===== src/rtl/core/tdcs_pkg.sv =====
package tdcs_pkg;

  // event kinds carried in the input tuser
  typedef enum logic [2:0] {
    ACT_TICK      = 3'd0,
    ACT_VELOCITY  = 3'd1,
    ACT_FLIPPER   = 3'd2,
    ACT_POWER     = 3'd3,
    ACT_FLIP_MODE = 3'd4,
    ACT_DRIVE     = 3'd5
  } action_t;

  // configuration register indexes (byte address / 4)
  typedef enum logic [2:0] {
    REG_TIMEOUT_TICKS    = 3'd0,
    REG_MAX_TRACK_RPM    = 3'd1,
    REG_ESTOP_VOLTAGE_MV = 3'd2,
    REG_POWERLESS_CODE   = 3'd3,
    REG_POWERED_CODE     = 3'd4
  } reg_idx_t;

  localparam int CFG_ADDR_W = 5;
  localparam int CFG_DATA_W = 32;

  // drive service codes and the control words they select
  localparam logic [1:0]  DRV_REFERENCE  = 2'd0;
  localparam logic [1:0]  DRV_RESET      = 2'd1;
  localparam logic [15:0] CTRL_REFERENCE = 16'b0000000000000001;
  localparam logic [15:0] CTRL_RESET     = 16'b1000000000000000;

  // reset values of the configuration registers
  localparam logic [7:0]  TIMEOUT_TICKS_RST    = 8'd10;
  localparam logic [14:0] MAX_TRACK_RPM_RST    = 15'd16000;
  localparam logic [15:0] ESTOP_VOLTAGE_MV_RST = 16'd20000;
  localparam logic [15:0] POWERLESS_CODE_RST   = 16'd2;
  localparam logic [15:0] POWERED_CODE_RST     = 16'd0;

  localparam logic [7:0] AGE_MAX = 8'hff;

  // side speed in um/s: 1000*lin +/- 180*ang (half track spacing 0.18 m)
  localparam int SPEED_W = 24;
  localparam logic signed [SPEED_W-1:0] LIN_SCALE = 24'sd1000;
  localparam logic signed [SPEED_W-1:0] ANG_SCALE = 24'sd180;

  // rpm per um/s in Q32: 60*180/(0.159*pi) / 1e6
  localparam int RPM_K_W = 27;
  localparam logic [RPM_K_W-1:0] RPM_K_Q32 = 27'd92861698;
  localparam int RPM_PROD_W = SPEED_W - 1 + RPM_K_W;

  // encoder ticks per mrad in Q16: 6.75*216*512/(2000*pi)
  localparam int TICK_K_W = 23;
  localparam logic [TICK_K_W-1:0] TICK_K_Q16 = 23'd7786236;
  localparam int TICK_PROD_W = 14 + TICK_K_W;
  localparam logic [TICK_PROD_W-1:0] TICK_HALF = 37'd32768;

  typedef struct packed {
    logic [1:0]         drive_command;
    logic               flag_on;
    logic [15:0]        battery_mv;
    logic signed [13:0] angle_rear_right;
    logic signed [13:0] angle_rear_left;
    logic signed [13:0] angle_front_right;
    logic signed [13:0] angle_front_left;
    logic signed [13:0] ang_vel_mrad_s;
    logic signed [12:0] lin_vel_mm_s;
  } in_data_t;

  typedef struct packed {
    logic               accepted;
    logic               estop_active;
    logic [15:0]        control_word;
    logic signed [20:0] ticks_rear_right;
    logic signed [20:0] ticks_rear_left;
    logic signed [20:0] ticks_front_right;
    logic signed [20:0] ticks_front_left;
    logic signed [15:0] track_right_rpm;
    logic signed [15:0] track_left_rpm;
  } out_data_t;

  localparam int IN_DATA_W  = $bits(in_data_t);
  localparam int OUT_DATA_W = $bits(out_data_t);
  localparam int IN_TDATA_W  = ((IN_DATA_W + 7) / 8) * 8;
  localparam int OUT_TDATA_W = ((OUT_DATA_W + 7) / 8) * 8;

  // side speed to track rpm, truncated toward zero and clamped to lim
  function automatic logic signed [15:0] speed_to_rpm(
    input logic signed [SPEED_W-1:0] v,
    input logic [14:0]               lim
  );
    logic [SPEED_W-2:0]    mag;
    logic [RPM_PROD_W-1:0] prod;
    logic [RPM_PROD_W-33:0] rpm;
    logic [14:0]           sat;
    logic signed [15:0]    pos;
    mag  = v[SPEED_W-1] ? (SPEED_W-1)'(-v) : (SPEED_W-1)'(v);
    prod = RPM_PROD_W'(mag) * RPM_PROD_W'(RPM_K_Q32);
    rpm  = prod[RPM_PROD_W-1:32];
    sat  = (rpm > (RPM_PROD_W-32)'(lim)) ? lim : rpm[14:0];
    pos  = $signed({1'b0, sat});
    return v[SPEED_W-1] ? -pos : pos;
  endfunction

  // flipper angle to encoder ticks, rounded half away from zero
  function automatic logic signed [20:0] angle_to_ticks(input logic signed [13:0] a);
    logic [13:0]            mag;
    logic [TICK_PROD_W-1:0] prod;
    logic signed [20:0]     pos;
    mag  = a[13] ? 14'(-a) : 14'(a);
    prod = TICK_PROD_W'(mag) * TICK_PROD_W'(TICK_K_Q16) + TICK_HALF;
    pos  = $signed(prod[36:16]);
    return a[13] ? -pos : pos;
  endfunction

endpackage


===== src/rtl/core/track_drive_command_supervisor_unit.sv =====
// Motor command supervisor for a tracked robot. Every input transaction is one event,
// chosen by in_tuser: tick, velocity, flipper angles, power report, flipper power mode
// or drive command. Each event answers with exactly one output transaction carrying the
// current motor frame (track rpm, flipper ticks, control word, estop) plus frame_valid
// in out_tuser, which is high only on ticks. The block takes one transaction per clock
// unless a held result stalls it; items pass the input register, then the result register,
// and state updates between them, so back-to-back events see each other's effects.
// Velocity and flipper scaling are constant multiplies done between the two registers.
// The user must write configuration over APB only while idle; the block does not check.
module track_drive_command_supervisor_unit
  import tdcs_pkg::*;
(
  input  logic                   clk,
  input  logic                   rst_n,

  // input stream
  input  logic                   in_tvalid,
  output logic                   in_tready,
  // lin_vel_mm_s, ang_vel_mrad_s, angle_front_left, angle_front_right,
  // angle_rear_left, angle_rear_right, battery_mv, flag_on, drive_command
  input  logic [IN_TDATA_W-1:0]  in_tdata,
  // action
  input  logic [2:0]             in_tuser,

  // result stream
  output logic                   out_tvalid,
  input  logic                   out_tready,
  // track_left_rpm, track_right_rpm, ticks_front_left, ticks_front_right,
  // ticks_rear_left, ticks_rear_right, control_word, estop_active, accepted
  output logic [OUT_TDATA_W-1:0] out_tdata,
  // frame_valid
  output logic                   out_tuser,

  // configuration port
  input  logic                   cfg_psel,
  input  logic                   cfg_penable,
  input  logic                   cfg_pwrite,
  input  logic [CFG_ADDR_W-1:0]  cfg_paddr,
  input  logic [CFG_DATA_W-1:0]  cfg_pwdata,
  output logic [CFG_DATA_W-1:0]  cfg_prdata,
  output logic                   cfg_pready
);

  // configuration registers
  logic [7:0]  timeout_ticks_r;
  logic [14:0] max_track_rpm_r;
  logic [15:0] estop_voltage_mv_r;
  logic [15:0] powerless_code_r;
  logic [15:0] powered_code_r;

  logic     cfg_wr;
  reg_idx_t cfg_idx;

  assign cfg_pready = 1'b1;
  assign cfg_wr     = cfg_psel & cfg_penable & cfg_pwrite & cfg_pready;
  assign cfg_idx    = reg_idx_t'(cfg_paddr[CFG_ADDR_W-1:2]);

  always_ff @(posedge clk) begin
    if (!rst_n) begin
      timeout_ticks_r    <= TIMEOUT_TICKS_RST;
      max_track_rpm_r    <= MAX_TRACK_RPM_RST;
      estop_voltage_mv_r <= ESTOP_VOLTAGE_MV_RST;
      powerless_code_r   <= POWERLESS_CODE_RST;
      powered_code_r     <= POWERED_CODE_RST;
    end else if (cfg_wr) begin
      unique case (cfg_idx)
        REG_TIMEOUT_TICKS:    timeout_ticks_r    <= cfg_pwdata[7:0];
        REG_MAX_TRACK_RPM:    max_track_rpm_r    <= cfg_pwdata[14:0];
        REG_ESTOP_VOLTAGE_MV: estop_voltage_mv_r <= cfg_pwdata[15:0];
        REG_POWERLESS_CODE:   powerless_code_r   <= cfg_pwdata[15:0];
        REG_POWERED_CODE:     powered_code_r     <= cfg_pwdata[15:0];
        default: ;
      endcase
    end
  end

  always_comb begin
    unique case (cfg_idx)
      REG_TIMEOUT_TICKS:    cfg_prdata = CFG_DATA_W'(timeout_ticks_r);
      REG_MAX_TRACK_RPM:    cfg_prdata = CFG_DATA_W'(max_track_rpm_r);
      REG_ESTOP_VOLTAGE_MV: cfg_prdata = CFG_DATA_W'(estop_voltage_mv_r);
      REG_POWERLESS_CODE:   cfg_prdata = CFG_DATA_W'(powerless_code_r);
      REG_POWERED_CODE:     cfg_prdata = CFG_DATA_W'(powered_code_r);
      default:              cfg_prdata = '0;
    endcase
  end

  // input register and stall control
  logic     in_valid_r;
  in_data_t in_item_r;
  action_t  in_action_r;
  logic     out_valid_r;
  logic     advance;
  logic     fire;

  // result register frees up when empty or being taken this cycle
  assign advance   = !out_valid_r || out_tready;
  assign in_tready = !in_valid_r || advance;
  assign fire      = in_valid_r && advance;

  always_ff @(posedge clk) begin
    if (!rst_n) begin
      in_valid_r <= 1'b0;
    end else if (in_tready) begin
      in_valid_r <= in_tvalid;
    end
  end

  always_ff @(posedge clk) begin
    if (in_tready && in_tvalid) begin
      in_item_r   <= in_data_t'(in_tdata[IN_DATA_W-1:0]);
      in_action_r <= action_t'(in_tuser);
    end
  end

  // supervisor state
  logic [7:0]         command_age_r,   command_age_nxt;
  logic [7:0]         power_age_r,     power_age_nxt;
  logic [15:0]        battery_level_r, battery_level_nxt;
  logic               estop_r,         estop_nxt;
  logic signed [15:0] track_left_r,    track_left_nxt;
  logic signed [15:0] track_right_r,   track_right_nxt;
  logic signed [20:0] flipper_r   [4];
  logic signed [20:0] flipper_nxt [4];
  logic [15:0]        control_value_r, control_value_nxt;
  logic               oneshot_r,       oneshot_nxt;

  // velocity and flipper datapath
  logic signed [SPEED_W-1:0] lin_um, ang_um, v_left, v_right;
  logic signed [15:0]        rpm_left, rpm_right;
  logic signed [20:0]        ticks_new [4];

  assign lin_um    = SPEED_W'(in_item_r.lin_vel_mm_s) * LIN_SCALE;
  assign ang_um    = SPEED_W'(in_item_r.ang_vel_mrad_s) * ANG_SCALE;
  assign v_left    = lin_um - ang_um;
  assign v_right   = lin_um + ang_um;
  assign rpm_left  = speed_to_rpm(v_left, max_track_rpm_r);
  assign rpm_right = speed_to_rpm(v_right, max_track_rpm_r);

  assign ticks_new[0] = angle_to_ticks(in_item_r.angle_front_left);
  assign ticks_new[1] = angle_to_ticks(in_item_r.angle_front_right);
  assign ticks_new[2] = angle_to_ticks(in_item_r.angle_rear_left);
  assign ticks_new[3] = angle_to_ticks(in_item_r.angle_rear_right);

  // tick watchdog terms
  logic [7:0] cmd_age_inc, pwr_age_inc;
  logic       timed_out, low_battery;

  assign cmd_age_inc = (command_age_r == AGE_MAX) ? command_age_r : command_age_r + 8'd1;
  assign pwr_age_inc = (power_age_r == AGE_MAX) ? power_age_r : power_age_r + 8'd1;
  assign timed_out   = (cmd_age_inc > timeout_ticks_r) || (pwr_age_inc > timeout_ticks_r);
  assign low_battery = battery_level_r < estop_voltage_mv_r;

  logic [15:0] ctrl_out;
  logic        frame_out;
  logic        accepted_out;

  always_comb begin
    command_age_nxt   = command_age_r;
    power_age_nxt     = power_age_r;
    battery_level_nxt = battery_level_r;
    estop_nxt         = estop_r;
    track_left_nxt    = track_left_r;
    track_right_nxt   = track_right_r;
    flipper_nxt       = flipper_r;
    control_value_nxt = control_value_r;
    oneshot_nxt       = oneshot_r;
    frame_out         = 1'b0;
    accepted_out      = 1'b0;
    ctrl_out          = control_value_r;

    unique case (in_action_r)
      ACT_TICK: begin
        command_age_nxt = cmd_age_inc;
        power_age_nxt   = pwr_age_inc;
        estop_nxt       = low_battery;
        if (timed_out || low_battery) begin
          track_left_nxt  = '0;
          track_right_nxt = '0;
        end
        frame_out = 1'b1;
        // one-shot drive word goes out once in this frame, then clears
        if (oneshot_r) begin
          control_value_nxt = '0;
          oneshot_nxt       = 1'b0;
        end
      end
      ACT_VELOCITY: begin
        track_left_nxt  = rpm_left;
        track_right_nxt = rpm_right;
        command_age_nxt = '0;
      end
      ACT_FLIPPER: begin
        if (!estop_r) begin
          flipper_nxt = ticks_new;
        end
      end
      ACT_POWER: begin
        battery_level_nxt = in_item_r.battery_mv;
        power_age_nxt     = '0;
      end
      ACT_FLIP_MODE: begin
        accepted_out      = in_item_r.flag_on;
        control_value_nxt = in_item_r.flag_on ? powerless_code_r : powered_code_r;
        ctrl_out          = control_value_nxt;
      end
      ACT_DRIVE: begin
        if (in_item_r.drive_command == DRV_REFERENCE ||
            in_item_r.drive_command == DRV_RESET) begin
          control_value_nxt = (in_item_r.drive_command == DRV_REFERENCE) ?
                              CTRL_REFERENCE : CTRL_RESET;
          oneshot_nxt       = 1'b1;
          accepted_out      = 1'b1;
          ctrl_out          = control_value_nxt;
        end
      end
      default: ;  // unused event codes only report the state
    endcase
  end

  always_ff @(posedge clk) begin
    if (!rst_n) begin
      command_age_r   <= '0;
      power_age_r     <= '0;
      battery_level_r <= '0;
      estop_r         <= 1'b1;
      track_left_r    <= '0;
      track_right_r   <= '0;
      for (int i = 0; i < 4; i++) begin
        flipper_r[i] <= '0;
      end
      control_value_r <= '0;
      oneshot_r       <= 1'b0;
    end else if (fire) begin
      command_age_r   <= command_age_nxt;
      power_age_r     <= power_age_nxt;
      battery_level_r <= battery_level_nxt;
      estop_r         <= estop_nxt;
      track_left_r    <= track_left_nxt;
      track_right_r   <= track_right_nxt;
      flipper_r       <= flipper_nxt;
      control_value_r <= control_value_nxt;
      oneshot_r       <= oneshot_nxt;
    end
  end

  // result register
  out_data_t out_item_r;
  logic      frame_valid_r;

  always_ff @(posedge clk) begin
    if (!rst_n) begin
      out_valid_r <= 1'b0;
    end else if (advance) begin
      out_valid_r <= in_valid_r;
    end
  end

  always_ff @(posedge clk) begin
    if (fire) begin
      out_item_r.track_left_rpm    <= track_left_nxt;
      out_item_r.track_right_rpm   <= track_right_nxt;
      out_item_r.ticks_front_left  <= flipper_nxt[0];
      out_item_r.ticks_front_right <= flipper_nxt[1];
      out_item_r.ticks_rear_left   <= flipper_nxt[2];
      out_item_r.ticks_rear_right  <= flipper_nxt[3];
      out_item_r.control_word      <= ctrl_out;
      out_item_r.estop_active      <= estop_nxt;
      out_item_r.accepted          <= accepted_out;
      frame_valid_r                <= frame_out;
    end
  end

  assign out_tvalid = out_valid_r;
  assign out_tdata  = OUT_TDATA_W'(out_item_r);
  assign out_tuser  = frame_valid_r;

endmodule


===== config.mk =====
export PLATFORM = sky130hd
export DESIGN_NAME = track_drive_command_supervisor_unit
export DESIGN_NICKNAME = d
export VERILOG_FILES = /design/src/rtl/core/tdcs_pkg.sv /design/src/rtl/core/track_drive_command_supervisor_unit.sv
export SDC_FILE = /design/constraint.sdc
export NUM_CORES = 2
export LEC_CHECK = 0
export BUFFER_PORTS_ARGS = -buffer_cell sky130_fd_sc_hd__buf_4
export CAP_MARGIN = 40
export CORE_MARGIN = 10
export CORE_UTILIZATION = 40
export DETAILED_ROUTE_END_ITERATION = 16
export MAX_ROUTING_LAYER = met4
export PLACE_DENSITY = 0.55
export SKIP_LAST_GASP = 1
export SLEW_MARGIN = 5
export SYNTH_ARGS = -nofsm -noshare
export SYNTH_HDL_FRONTEND = slang
export SYNTH_SLANG_ARGS = --single-unit

===== constraint.sdc =====
create_clock -name clk -period 24.5 [get_ports clk]
set_clock_uncertainty 0.2 [all_clocks]
set_input_delay 4.9 -clock clk [delete_from_list [all_inputs] [get_ports clk]]
set_output_delay 4.9 -clock clk [all_outputs]
set_load 0.005 [all_outputs]

Word level (Yosys, flattened, before mapping)
Cells that the tools add are included.

Bits in registers: 479. Input bits: 151. Output and inout port bits: 172. Logic and storage cells: 151.

Add/sub/neg operators: 20. Multiply operators: 8. $lt $le $gt $ge: 5. Equal/unequal tests: 14. Muxes and demuxes: 37. Bitwise operators: 2. Reductions and logical operators: 26.

Operator list (number): $mux 84 (2); $add 37x16->37 const B (4); $mul 14x21->35 const B (4); $mux 16 (8); $mul 23x26->49 const B (2); $pmux 16 s2 (3); $mux 21 (4); $neg 21->21 (4); $pmux 16 s5 (1); $mux 14 (4); $neg 14->14 (4); $pmux 16 s3 (1); $mux 23 (2); $neg 23->23 (2); $gt 18x15->1 (2); $neg 15->16 (2); $pmux 8 s2 (2); $mux 15 (2); $add 24x23->24 (1); $sub 24x23->24 (1); $mul 13x8->21 const B (1); $mul 14x7->21 const B (1); $add 8x1->8 const B (2); $eq 8x8->1 const B (2); other kinds (20) (51).

Longest topological paths before layout
Depth in word-level cells: 10. Depth in mapped cells: 82.

Least setup slack after synthesis
OpenSTA, ideal clock, no wires.

Path kind: reg-to-reg. From: register in_item_r[5] (netlist name). To: register out_item_r (netlist bit out_tdata[4]) (data pin). Library setup time: 0.268 ns. Data arrival time: 16.826 ns. Data required time: 24.032 ns. Setup slack: 7.207 ns. Stages on the path, launching flop included: 75. Buffers on the path: 4. Clock period less this slack: 17.293 ns. Path through: edfxtp_1 -> inv_1 -> fa_1 -> fa_1 -> inv_1 -> fa_1 -> inv_1 -> fa_1 -> inv_1 -> ha_1 -> a21oi_1 -> o21bai_1 -> a21oi_1 -> o21bai_1 -> a21oi_1 -> o21bai_1 -> a21oi_1 -> nor2b_1 -> [39 not listed] -> o21ai_0 -> a21oi_1 -> o311ai_0 -> a31oi_1 -> nor3_1 -> o221ai_1 -> a21o_1 -> or2_0 -> buf_1 -> or2_2 -> clkbuf_1 -> a21oi_1 -> ha_1 -> or4b_2 -> nor4b_1 -> a211o_1 -> xnor2_1 -> o21ai_0.

Longest elaborated chain between the ends: 10.

RTL lines: start: declaration (line track_drive_command_supervisor_unit.sv:90) `in_data_t in_item_r;`; start signal: assignment (line track_drive_command_supervisor_unit.sv:111) `in_item_r <= in_data_t'(in_tdata[IN_DATA_W-1:0]);`; $mul 13x8->21 * (line track_drive_command_supervisor_unit.sv:133) `assign lin_um = SPEED_W'(in_item_r.lin_vel_mm_s) * LIN_SCALE;`; $sub 24x23->24 * (line track_drive_command_supervisor_unit.sv:135) `assign v_left = lin_um - ang_um;`; $neg 23->23 (line tdcs_pkg.sv:95) `mag = v[SPEED_W-1] ? (SPEED_W-1)'(-v) : (SPEED_W-1)'(v);`; $mux 23 (line tdcs_pkg.sv:95); $mul 23x26->49 (line tdcs_pkg.sv:96) `prod = RPM_PROD_W'(mag) * RPM_PROD_W'(RPM_K_Q32);`; $gt 18x15->1 (line tdcs_pkg.sv:98) `sat = (rpm > (RPM_PROD_W-32)'(lim)) ? lim : rpm[14:0];`; $mux 15 (line tdcs_pkg.sv:98); $neg 15->16 (line tdcs_pkg.sv:100) `return v[SPEED_W-1] ? -pos : pos;`; $mux 16 * (line tdcs_pkg.sv:100); $pmux 16 s2 * (line track_drive_command_supervisor_unit.sv:172) `unique case (in_action_r)`; named net track_left_nxt[4] (line track_drive_command_supervisor_unit.sv:121) `logic signed [15:0] track_left_r, track_left_nxt;`; end: declaration (line track_drive_command_supervisor_unit.sv:248) `out_data_t out_item_r;`.

Mark *: on every way through the listed nets, which the timed path passes. The rest lies on a longest branch. A chain may end at the register's enable or synchronous reset.

Worst setup path after layout
From: register in_item_r[2] (netlist name). To: register out_item_r (netlist bit out_tdata[4]) (data pin).

Same word-level chain as after synthesis.

==> results.yml <==
worst_setup_path:
  crit_path_frequent_cell: "inv_1"
  reg2reg_slack_ns: 4.36
  crit_slowest_cell: "nand2_1"
  critPathKind: "reg -> reg"
  r2r-start: "in_item_r[2]$_DFFE_PP_"
  crit_path_end: "out_tdata[4]$_DFFE_PP_"
  r2r_end: "out_tdata[4]$_DFFE_PP_"
  cpPeakStageDelay_ns: 0.67
  critPathArrivalTime_ns: 20.39
  crit_path_end_kind: "register"
  crit_required_ns: 24.75
  setup.worst_path.start: "in_item_r[2]$_DFFE_PP_"
  worstRegToRegCells: 71
  worst-path-max-fanout: 20
  critPathLaunchType: "register"
floorplan:
  placementRows: 156
  dieArea_mm2: 0.200
  dieHeight_um: 447
  coreArea_mm2: 0.181
  die_x_um: 447
  start_util_pct: 40.3
  io_pins: 323
yosys:
  synth_area_per_cell_um2: 9.28
  yosysWarnings: 0
  synthAdderAreaFrac_pct: 43.0
  synth_top_family_by_area: "adder cells"
  synth-simple-area-share_pct: 11.8
  synth_seq_cells: 479
  syn_inst: 7862
  synth_cell_type_count: 111
  syn_area_mm2: 0.0729
  muxShareOfSynthArea_pct: 1.42
  synth_xor_xnor_area_share_pct: 5.69
  synthArstFlopShare_pct: 0
  synth-seq-area-share_pct: 16.4
  synth_ff_type: "edfxtp_1"
  synth_edf_count: 240
  synth_compound_area_share_pct: 13.6
grt:
  top_usage_layer: "met2"
  grt_pass1_wl_um: 332000
  grt_util_met1_pct: 26.1
  first_global_vias: 57824
  grt_usage_pct: 21.6
  met2_usage_pct: 38.0
  met3_usage_pct: 1.63
  antenna_found_initial: 0
  overflow: 0
  grt_max_degree: 88
timing:
  tightest_slew_ns: 0.910
  period_needed_ns: 20.14
  fin_crit_sh_pct: 82.2
  rsz0062_at_grt: "no"
  hold_violations: 0
  tns_ns: 0
  slew_headroom_pct: 39.1
  setup_viol: 0
  max_freq_mhz: 49.7
  finalMaxSlewViolations: 0
clock_network:
  post-cts-setup-buffers: 0
  worstSkewPairLatency_ns: 0.72
  cts.sinks: 479
  clk_path_buf_depth: 3
  cts_tree: "yes"
  htreeDepth: 2
  cts_buffers: 59
  path_clk_slew_ns: 0.07
  hold_buffers: 0
  clock-root-buffer: "clkbuf_16"
  cts_resized: 0
detailed_routing:
  drc: 0
  wire_per_inst_um: 20.1
  totalWireLength_um: 211000
  drtIter0Drc: 3211
  antenna_left: 0
  dr.pass1.iters: 6
  vias: 55491
  avgViaCountPerCell: 5.29
cells_and_area:
  fillerInstances: 17501
  final_util_pct: 44.2
  fin_nets: 10226
  multi_input_area_mm2: 0.0552
  drive_gt1_share_pct: 7.24
  stdcell_area_mm2: 0.0800
  seqCellArea_mm2: 0.0120
  area_growth_pct: 9.65
  fin_cells: 10499
place:
  dpl.cell_count: 10383
  hpwl_um: 178000
  place.gp.congestion: 0.932
  io_buffers: 283
  place_area_mm2: 0.0779
hold_path:
  hp-class: "reg -> reg"
run:
  maxCapViolCount: 0
status:
  outcome: "finished clean"
through the flow:
step / worst slack [ns] / hold slack, ns
after detailed placement: 4.52 / 0.244
final: 4.36 / 0.255
after global placement: 4.51 / 0.236
after floorplan: 7.21 / 0.225
after global routing: 3.03 / 0.272
after CTS: 4.45 / 0.255
synth_stat cells, types with 15 or more instances:
library cell  instances  area share [%]
nand2b_1             62            0.53
or2_2                43            0.37
ha_1               1159              20
clkbuf_1            199             1.0
xnor2_1             322             3.9
a21boi_0             17            0.17
mux2_2               18            0.28
o211ai_1             45            0.46
o31ai_1              48            0.49
nor2b_1              47            0.40
nor4_1               43            0.37
nor3_1              119            0.82
and3_1               64            0.55
or3_1                42            0.36
edfxtp_1            240             9.9
xor2_1              140             1.7
a22oi_1              32            0.33
and2_1               48            0.41
a22o_1               24            0.29
o21ai_0             341             2.3
dfxtp_1             239             6.6
o22ai_1              18            0.15
fa_1                842              23
o21bai_1             34            0.35
inv_1              1291             6.6
a31oi_1              47            0.40
nand4_1              63            0.54
a211o_1              22            0.26
o21a_1               62            0.64
a211oi_1             51            0.52
mux2i_1              83             1.1
buf_4                20            0.21
nor2_1              343             1.8
a21o_1              183             1.9
o41ai_1              15            0.18
a21oi_1             402             2.8
nand3_1             142            0.97
and4_1               20            0.24
nand2_1             618             3.2
cell type report:
class                      count  share of cell area (%)
antenna                        4                  0.0125
clock buffer                  74                    2.02
clock inverter                38                   0.538
inverter                    1293                    6.08
multi-input combinational   5868                    69.1
sequential                   479                    15.0
tap                         2370                    3.71
timing repair buffer         373                    3.59
worst min path at each step:
stage / cells after the start / endpoint / slack, ns / start
after floorplan: 2 / track_left_r[10]$_SDFFE_PN0P_ / 0.22 / track_left_r[10]$_SDFFE_PN0P_
after global placement: 2 / track_left_r[10]$_SDFFE_PN0P_ / 0.24 / track_left_r[10]$_SDFFE_PN0P_
after detailed placement: 2 / track_right_r[8]$_SDFFE_PN0P_ / 0.24 / track_right_r[8]$_SDFFE_PN0P_
after CTS: 2 / flipper_r[67]$_SDFFE_PN0P_ / 0.26 / flipper_r[67]$_SDFFE_PN0P_
after global routing: 2 / flipper_r[35]$_SDFFE_PN0P_ / 0.27 / flipper_r[35]$_SDFFE_PN0P_
final: 2 / flipper_r[67]$_SDFFE_PN0P_ / 0.26 / flipper_r[67]$_SDFFE_PN0P_
logic make-up (layout without fill, tap and decap cells):
family | Yosys count | in the layout
AO/OA/AOI/OAI | 1518 | 1518
XOR/XNOR | 466 | 466
adder cells (fa/ha/maj) | 2001 | 2001
buffers and inverters | 1532 | 1778
flip-flops | 479 | 479
multiplexers | 101 | 101
other | 2 | 23
AND/OR/NAND/NOR | 1763 | 1763
layer usage:
layer | vias up | wire length [um]
li1 | 27077 | -
met1 | 27195 | 89900
met2 | 952 | 106000
met3 | 267 | 6290
met4 | 0 | 7970
met5 | - | 0
layout by cell type (no fill, tap or decap), types with 18 or more instances in the layout:
cell and count:
o22ai_1 18, nand2_1 617, inv_1 1290, nand3_1 142, o211ai_1 45, a31oi_1 47
nor3_1 116, a211o_1 22, nand2b_1 61, a22oi_1 32, and3_1 64, nor2_1 341
dfxtp_1 239, edfxtp_1 240, a21oi_1 402, nor2b_1 47, o21a_1 62, and2_1 47
buf_4 356, o21ai_0 341, xnor2_1 320, fa_1 842, ha_1 1159, o21bai_1 34
a22o_1 24, a21o_1 183, mux2_2 18, mux2i_1 83, nor4_1 43, or3_1 41
or2_2 43, and4_1 20, o31ai_1 48, nand4_1 63, xor2_1 140, clkbuf_16 62
a211oi_1 51, conb_1 19
sequential cells by signal, summed over array words and instances, names as in the netlist, 15 cells and up:
name                count
track_right_r          16
max_track_rpm_r        15
powered_code_r         16
estop_voltage_mv_r     16
control_value_r        16
track_left_r           16
in_item_r             102
powerless_code_r       16
battery_level_r        16
out_tdata             134
flipper_r              84
critical path, delay by kind of cell (launching register included):
family / cells / cell delay, ns
xor+xnor: 4 / 1.33
flops: 1 / 0.54
fa+ha+maj: 16 / 6.71
simple gates: 14 / 4.68
mux: 1 / 0.19
buf+inv: 9 / 0.78
compound gates: 27 / 5.39
Power is left out: the tool's default activity adds up to more than one toggle a clock period on the data nets, which glitch-free logic cannot reach.
